## config.mk

```make
export PLATFORM = sky130hd
export DESIGN_NAME = data_processing_alu_exec_top
export DESIGN_NICKNAME = d
export VERILOG_FILES = /design/src/sv/dpae_pkg.sv /design/src/sv/data_processing_alu_exec_top.sv
export SDC_FILE = /design/constraint.sdc
export NUM_CORES = 1
export LEC_CHECK = 0
export BUFFER_PORTS_ARGS = -buffer_cell sky130_fd_sc_hd__buf_2
export CAP_MARGIN = 5
export CORE_MARGIN = 1
export CORE_UTILIZATION = 60
export CTS_CLUSTER_DIAMETER = 80
export DETAILED_ROUTE_END_ITERATION = 12
export PLACE_DENSITY_LB_ADDON = 0.25
export SETUP_SLACK_MARGIN = 0.3
export SLEW_MARGIN = 10
export SYNTH_ARGS = -nofsm -noshare
export SYNTH_HDL_FRONTEND = slang
export SYNTH_SLANG_ARGS = --single-unit
```

## constraint.sdc

```tcl
create_clock -name clk -period 15.1 [get_ports clk]
set_input_delay 1.51 -clock clk [delete_from_list [all_inputs] [get_ports clk]]
set_output_delay 1.51 -clock clk [all_outputs]
set_load 0.05 [all_outputs]
```

## src/sv/dpae_pkg.sv

```systemverilog
// Shared types and constants for the data-processing execute block.
// No dependencies.

package dpae_pkg;

	localparam int NUM_REGS_DEF   = 16;
	localparam int DATA_WIDTH_DEF = 32;

	// Fixed field widths of the stream payloads
	localparam int FUNC_W    = 4;
	localparam int REG_IDX_W = 4;
	localparam int OPND_W    = 12;
	localparam int RES_W     = 32;
	localparam int S_TDATA_W = 32;
	localparam int M_TDATA_W = 40;

	typedef enum logic [FUNC_W-1:0] {
		OP_AND = 4'd0,
		OP_EOR = 4'd1,
		OP_SUB = 4'd2,
		OP_RSB = 4'd3,
		OP_ADD = 4'd4,
		OP_TST = 4'd8,
		OP_TEQ = 4'd9,
		OP_CMP = 4'd10,
		OP_ORR = 4'd12,
		OP_MOV = 4'd13
	} op_t;

	typedef struct packed {
		logic n;
		logic z;
		logic c;
	} flags_t;

endpackage

```

## src/sv/data_processing_alu_exec_top.sv

```systemverilog
// An accepted item is registered in stage 1 and is loaded into the output
// register when stage 1 advances; m_tvalid is that output register's valid bit.
// Throughput: one item per cycle unless the output stalls; the register-file
// write of one item and the next operand read meet at the same edge via a bypass.
// Reset (arst_n, async, active low) clears all register-file entries to zero
// through per-entry valid bits, clears N/Z/C, and empties both stages.
// Data-processing execute block: 16x32 register file, N/Z/C flags, one ALU pass.
// Depends on dpae_pkg.

module data_processing_alu_exec_top
	import dpae_pkg::*;
#(
	parameter int NUM_REGS   = NUM_REGS_DEF,
	parameter int DATA_WIDTH = DATA_WIDTH_DEF
) (
	input  logic                 clk,
	input  logic                 arst_n,
	input  logic                 s_tvalid,
	output logic                 s_tready,
	// [3:0] func, [4] set_flags, [8:5] first_reg, [12:9] dest_reg,
	// [24:13] operand_field, [31:25] zero
	input  logic [S_TDATA_W-1:0] s_tdata,
	input  logic                 s_tuser,   // [0] imm_select
	output logic                 m_tvalid,
	input  logic                 m_tready,
	// [31:0] result_value, [32] wrote_back, [33] flag_n, [34] flag_z,
	// [35] flag_c, [39:36] zero
	output logic [M_TDATA_W-1:0] m_tdata,
	output logic                 m_tuser    // [0] illegal_op
);

	localparam int AW = $clog2(NUM_REGS);
	localparam int DW = DATA_WIDTH;

	// input field unpack
	logic [FUNC_W-1:0]    in_func;
	logic                 in_setf;
	logic [REG_IDX_W-1:0] in_rn, in_rd;
	logic [OPND_W-1:0]    in_opnd;
	assign in_func = s_tdata[3:0];
	assign in_setf = s_tdata[4];
	assign in_rn   = s_tdata[8:5];
	assign in_rd   = s_tdata[12:9];
	assign in_opnd = s_tdata[24:13];

	logic in_acc, adv_s1;
	logic vld_s1, vld_s2;

	assign adv_s1   = vld_s1 && (!vld_s2 || m_tready);
	assign s_tready = !vld_s1 || adv_s1;
	assign in_acc   = s_tvalid && s_tready;

	// register file storage
	logic [DW-1:0]       mem_q [NUM_REGS];
	logic [NUM_REGS-1:0] ent_vld_q;

	// stage 1
	logic [FUNC_W-1:0]    func_s1;
	logic                 imm_s1, setf_s1;
	logic [REG_IDX_W-1:0] rd_s1;
	logic [OPND_W-1:0]    opnd_s1;
	logic [DW-1:0]        a_mem_s1, b_mem_s1, byp_s1;
	logic                 a_ok_s1, b_ok_s1, a_byp_s1, b_byp_s1;

	// write-back of the item leaving stage 1
	logic          wr_en;
	logic [DW-1:0] res;
	logic          rn_in_range, rm_in_range;
	logic          fwd_a, fwd_b;

	assign rn_in_range = 32'(in_rn) < NUM_REGS;
	assign rm_in_range = 32'(in_opnd[3:0]) < NUM_REGS;
	assign fwd_a       = wr_en && (rd_s1 == in_rn);
	assign fwd_b       = wr_en && (rd_s1 == in_opnd[3:0]);

	always_ff @(posedge clk) begin
		if (in_acc) begin
			func_s1  <= in_func;
			imm_s1   <= s_tuser;
			setf_s1  <= in_setf;
			rd_s1    <= in_rd;
			opnd_s1  <= in_opnd;
			a_mem_s1 <= mem_q[in_rn[AW-1:0]];
			b_mem_s1 <= mem_q[in_opnd[AW-1:0]];
			byp_s1   <= res;
		end
		if (wr_en) begin
			mem_q[rd_s1[AW-1:0]] <= res;
		end
	end

	always_ff @(posedge clk or negedge arst_n) begin
		if (!arst_n) begin
			vld_s1    <= 1'b0;
			a_ok_s1   <= 1'b0;
			b_ok_s1   <= 1'b0;
			a_byp_s1  <= 1'b0;
			b_byp_s1  <= 1'b0;
			ent_vld_q <= '0;
		end else begin
			if (in_acc) begin
				vld_s1   <= 1'b1;
				a_ok_s1  <= rn_in_range && (ent_vld_q[in_rn[AW-1:0]] || fwd_a);
				b_ok_s1  <= rm_in_range && (ent_vld_q[in_opnd[AW-1:0]] || fwd_b);
				a_byp_s1 <= fwd_a;
				b_byp_s1 <= fwd_b;
			end else if (adv_s1) begin
				vld_s1 <= 1'b0;
			end
			if (wr_en) begin
				ent_vld_q[rd_s1[AW-1:0]] <= 1'b1;
			end
		end
	end

	// operands
	logic [DW-1:0] opa, rm_val, imm_rot, opb, imm_ext;
	logic [6:0]    rot_amt;

	assign opa    = !a_ok_s1 ? '0 : (a_byp_s1 ? byp_s1 : a_mem_s1);
	assign rm_val = !b_ok_s1 ? '0 : (b_byp_s1 ? byp_s1 : b_mem_s1);
	assign imm_ext = DW'(opnd_s1[7:0]);

	// twice the rotate field, reduced modulo the data width
	always_comb begin
		rot_amt = {2'b00, opnd_s1[11:8], 1'b0};
		for (int i = 0; i < 4; i++) begin
			if (rot_amt >= 7'(DW)) rot_amt = rot_amt - 7'(DW);
		end
	end

	// a shift by the full width yields zero, which covers a zero rotate
	assign imm_rot = (imm_ext >> rot_amt) | (imm_ext << (7'(DW) - rot_amt));
	assign opb     = imm_s1 ? imm_rot : rm_val;

	// ALU
	logic [DW:0] sum, dif_ab, dif_ba;
	logic        c_new, legal, writes;

	assign sum    = {1'b0, opa} + {1'b0, opb};
	assign dif_ab = {1'b0, opa} - {1'b0, opb};
	assign dif_ba = {1'b0, opb} - {1'b0, opa};

	always_comb begin
		res    = '0;
		c_new  = 1'b0;
		legal  = 1'b1;
		writes = 1'b1;
		case (op_t'(func_s1))
			OP_AND: res = opa & opb;
			OP_EOR: res = opa ^ opb;
			OP_SUB: begin
				res   = dif_ab[DW-1:0];
				c_new = !dif_ab[DW];
			end
			OP_RSB: begin
				res   = dif_ba[DW-1:0];
				c_new = !dif_ba[DW];
			end
			OP_ADD: begin
				res   = sum[DW-1:0];
				c_new = sum[DW];
			end
			OP_TST: begin
				res    = opa & opb;
				writes = 1'b0;
			end
			OP_TEQ: begin
				res    = opa ^ opb;
				writes = 1'b0;
			end
			OP_CMP: begin
				res    = dif_ab[DW-1:0];
				c_new  = !dif_ab[DW];
				writes = 1'b0;
			end
			OP_ORR: res = opa | opb;
			OP_MOV: res = opb;
			default: begin
				legal  = 1'b0;
				writes = 1'b0;
			end
		endcase
	end

	logic rd_in_range;
	assign rd_in_range = 32'(rd_s1) < NUM_REGS;
	assign wr_en       = adv_s1 && legal && writes && rd_in_range;

	// flags
	flags_t flags_q, flags_nx;

	always_comb begin
		flags_nx = flags_q;
		if (legal && setf_s1) begin
			flags_nx.n = res[DW-1];
			flags_nx.z = (res == '0);
			flags_nx.c = c_new;
		end
	end

	always_ff @(posedge clk or negedge arst_n) begin
		if (!arst_n) begin
			flags_q <= '0;
		end else if (adv_s1) begin
			flags_q <= flags_nx;
		end
	end

	// output register
	logic [63:0]      res_ext;
	logic [RES_W-1:0] res_s2;
	logic             wrote_s2, illegal_s2;
	flags_t           flags_s2;

	assign res_ext = 64'(res);

	always_ff @(posedge clk) begin
		if (adv_s1) begin
			res_s2     <= res_ext[RES_W-1:0];
			wrote_s2   <= legal && writes && rd_in_range;
			flags_s2   <= flags_nx;
			illegal_s2 <= !legal;
		end
	end

	always_ff @(posedge clk or negedge arst_n) begin
		if (!arst_n) begin
			vld_s2 <= 1'b0;
		end else if (adv_s1) begin
			vld_s2 <= 1'b1;
		end else if (m_tready) begin
			vld_s2 <= 1'b0;
		end
	end

	assign m_tvalid = vld_s2;
	assign m_tdata  = {4'b0000, flags_s2.c, flags_s2.z, flags_s2.n, wrote_s2, res_s2};
	assign m_tuser  = illegal_s2;

	// checks
	a_illegal_keeps_flags: assert property (@(posedge clk) disable iff (!arst_n)
		(adv_s1 && !legal) |=> $stable(flags_q))
		else $error("flags changed on an unsupported opcode");

	a_wr_in_range: assert property (@(posedge clk) disable iff (!arst_n)
		wr_en |-> (rd_in_range && legal && vld_s1))
		else $error("register write without a legal in-range item");

	a_wr_sets_valid: assert property (@(posedge clk) disable iff (!arst_n)
		wr_en |=> ent_vld_q[$past(rd_s1[AW-1:0])])
		else $error("written entry not marked valid");

endmodule

```

==> flow_metrics.tcl <==
set metrics [dict create \
    switchingPower_mw 2.02 \
    antenna_cells 0 \
    ctsRootBufferMaster "clkbuf_16" \
    syn_area_per_cell_sq_um 14.6 \
    power_leakage_nw 14.1 \
    pin_count 80 \
    design_area_sq_um 42100 \
    track_usage_pct 39.4 \
    maxCapViolCount 0 \
    status "finished clean" \
    wl_mm 126 \
    viasPerCell 7.46 \
    die-area_sq_um 65100 \
    fin_worst_skew_ns 0.0329 \
    num_vias 26500 \
    end_kind "flip-flop" \
    synth-async-reset-ratio_pct 3.61 \
    placed_area_sq_um 39800 \
    layout.nets 2828 \
    overflow 0 \
    die_y_um 255 \
    path_delay_family "compound AO/OA/AOI/OAI gates" \
    slowest_stage "o21ai_0" \
    rows 92 \
    worst-path-max-fanout 32 \
    antenna_found_initial 9 \
    fin_setup_tns_ns 0 \
    port_buffers 68 \
    htree_levels 3 \
    postCtsResizedCells 0 \
    cts_setup_buffers 0 \
    synth-seq-cells 692 \
    peakVddDrop_mv 0.120 \
    gp_congestion 0.997 \
    finalHoldViolations 0 \
    cts_hold_buf 0 \
    clkPwrFrac_pct 29.1 \
    rsz0062_at_grt "false" \
    core_sq_um 63200 \
    drive_gt1_share_pct 25.1 \
    intPower_mw 3.87 \
    crit_arrival_ns 8.77 \
    maxClockFrequency_mhz 120 \
    worstMarginPinSlew_ns 1.21 \
    hp-class "reg -> reg" \
    syn_area_sq_um 38500 \
    wl_per_cell_um 35.3 \
    crit_chain "buf_4, inv_1, ha_1, mux2_2, a21o_1, o21ai_0, o22ai_1, ha_1, and4_1, and3_1, a21boi_1, or2_1, a31oi_1, o311ai_1, o221a_1, o221ai_1, buf_4, or4_1, or3_1, o41ai_2" \
    grt_max_degree 76 \
    finalMaxSlewViolations 0 \
    path_clk_slew_ns 0.06 \
    crit_path_start_kind "flip-flop" \
    ys_warn_count 0 \
    numCtsBuffers 71 \
    die_width_um 255 \
    start_util_pct 60.9 \
    synth_edf_count 667 \
    crit_required_ns 15.52 \
    fin_crit_sh_pct 55.3 \
    relSlewSlack_pct 19.2 \
    max_stage_delay_ns 0.74 \
    cts_tree "built" \
    path_buf_inv 3 \
    crit_type "reg -> reg" \
    dp_hpwl_mm 78.5 \
    yosysSeqAreaShare_pct 53.7 \
    clkSinkCount 692 \
    clock_path_buffers 3 \
    powerDensity_nw_per_um2 140 \
    grt_pass1_wl_mm 182 \
    firstDrtPassIters 6 \
    synth_cells 2628 \
    drt-initial-drc-count 3629 \
    setup_violations 0 \
    area_delta_synth_final_pct 9.39 \
    pwr-share-comb_pct 29.8 \
    period_needed_ns 8.35 \
    final_cell_mix "edfxtp_1, mux4_2, a21oi_1" \
    yosysUniqueCellTypes 94 \
    grt_pass1_vias 26700 \
    drc_errors 0 \
    final_common_cell "edfxtp_1" \
    seqPwrFrac_pct 41.2 \
    antenna_left 0 \
    p_sw_share_pct 34.3 \
    instances_no_fill 3560 \
    fin_total_pwr_mw 5.89 \
    clk_latency_ns 0.62 \
    synthFlopType "edfxtp_1" \
    dpl.cell_count 3432 \
]
worst reg2reg max path, delay by kind of cell (launching register included):
| family | cells | cell delay (ns) |
|---|---|---|
| mux | 1 | 0.43 |
| compound gates | 9 | 3.32 |
| flops | 1 | 0.33 |
| buf+inv | 3 | 0.73 |
| simple gates | 5 | 1.91 |
| fa+ha+maj | 2 | 1.43 |
Yosys cell counts, types with 20 or more instances:
cell type | count | area (sq um)
edfxtp_1 | 667 | 20000
mux4_2 | 330 | 7430
a21oi_1 | 146 | 731
ha_1 | 129 | 1610
nand2_1 | 128 | 480
nor2_1 | 125 | 469
clkbuf_1 | 117 | 439
inv_1 | 103 | 387
o21ai_0 | 85 | 425
mux2_2 | 47 | 529
mux2i_1 | 46 | 460
nor3_1 | 43 | 215
buf_1 | 40 | 150
xnor2_1 | 37 | 324
and2_1 | 36 | 225
o31ai_1 | 33 | 248
o22ai_1 | 32 | 200
dfrtp_1 | 25 | 626
nand3_1 | 24 | 120
a221oi_1 | 22 | 193
nand2b_1 | 22 | 138
or2_2 | 22 | 138
o211ai_1 | 21 | 158
a211oi_1 | 20 | 150
nor2b_1 | 20 | 125
o221ai_1 | 20 | 175
kinds of logic after synthesis:
| logic type | Yosys count | synth area share, % |
|---|---|---|
| mux | 424 | 21.9 |
| fa+ha+maj | 132 | 4.35 |
| other cells | 1 | 0.00975 |
| flops | 692 | 53.7 |
| compound gates | 546 | 9.67 |
| buf+inv | 291 | 3.00 |
| xor+xnor | 40 | 0.911 |
| simple gates | 502 | 6.45 |
stage by stage:
stage	utilization, %	hold WS, ns	worst slack (ns)
final	66.6	0.497	6.75
after global placement	63.0	0.464	7.13
after floorplan	-	0.452	8.88
after detailed placement	63.0	0.481	7.07
after CTS	66.6	0.499	7.00
after global routing	66.6	0.516	6.62
cell type report:
| type | instances | area (sq um) |
|---|---|---|
| Fill cell | 4156 | 21100 |
| Sequential cell | 692 | 20700 |
| Multi-Input combinational cell | 1648 | 16800 |
| Clock buffer | 96 | 1940 |
| Tap cell | 846 | 1060 |
| Timing Repair Buffer | 138 | 896 |
| Inverter | 108 | 408 |
| Clock inverter | 32 | 307 |
layer usage:
metal / GRT usage (%) / share of wire, % / up-vias
met1: 52.3 / 35 / 13500
met5: 0 / 0.021 / -
met4: 20.6 / 6.0 / 4
li1: - / - / 10700
met3: 8.26 / 11 / 422
met2: 61.9 / 47 / 1948
flip-flops by register name (all words and copies together) (netlist names):
name,flops
a_byp_s1,1
b_byp_s1,1
ent_vld_q,16
rd_s1,4
setf_s1,1
func_s1,4
a_mem_s1,32
vld_s1,1
opnd_s1,12
m_tuser,1
mem_q,512
m_tdata,3
byp_s1,32
res_s2,32
a_ok_s1,1
imm_s1,1
m_tvalid,1
wrote_s2,1
flags_q,3
b_mem_s1,32
b_ok_s1,1
power by group through the flow:
stage,sequential (mW),clock (mW),combinational (mW)
floorplan,2.51,0,1.05
global route,2.43,1.79,1.84
detailed placement,2.46,0,1.68
global placement,2.45,0,1.66
CTS,2.42,1.72,1.70
finish,2.42,1.71,1.75
worst paths after layout:
| path | cells after the start | startpoint | slack, ns | endpoint |
|---|---|---|---|---|
| worst max-delay path | 20 | opnd_s1[8] | 6.75 | m_tdata[34] |
| worst min-delay path | 1 | ent_vld_q[12] | 0.50 | ent_vld_q[12] |
| worst min register to register | 1 | ent_vld_q[12] | 0.50 | ent_vld_q[12] |
| min in group asynchronous | 1 | arst_n | 0.93 | m_tvalid |
| max in group asynchronous | 1 | arst_n | 13.70 | b_byp_s1 |
| worst max register to register | 20 | opnd_s1[8] | 6.75 | m_tdata[34] |
Note: power is estimated with default switching activity, not from simulation.
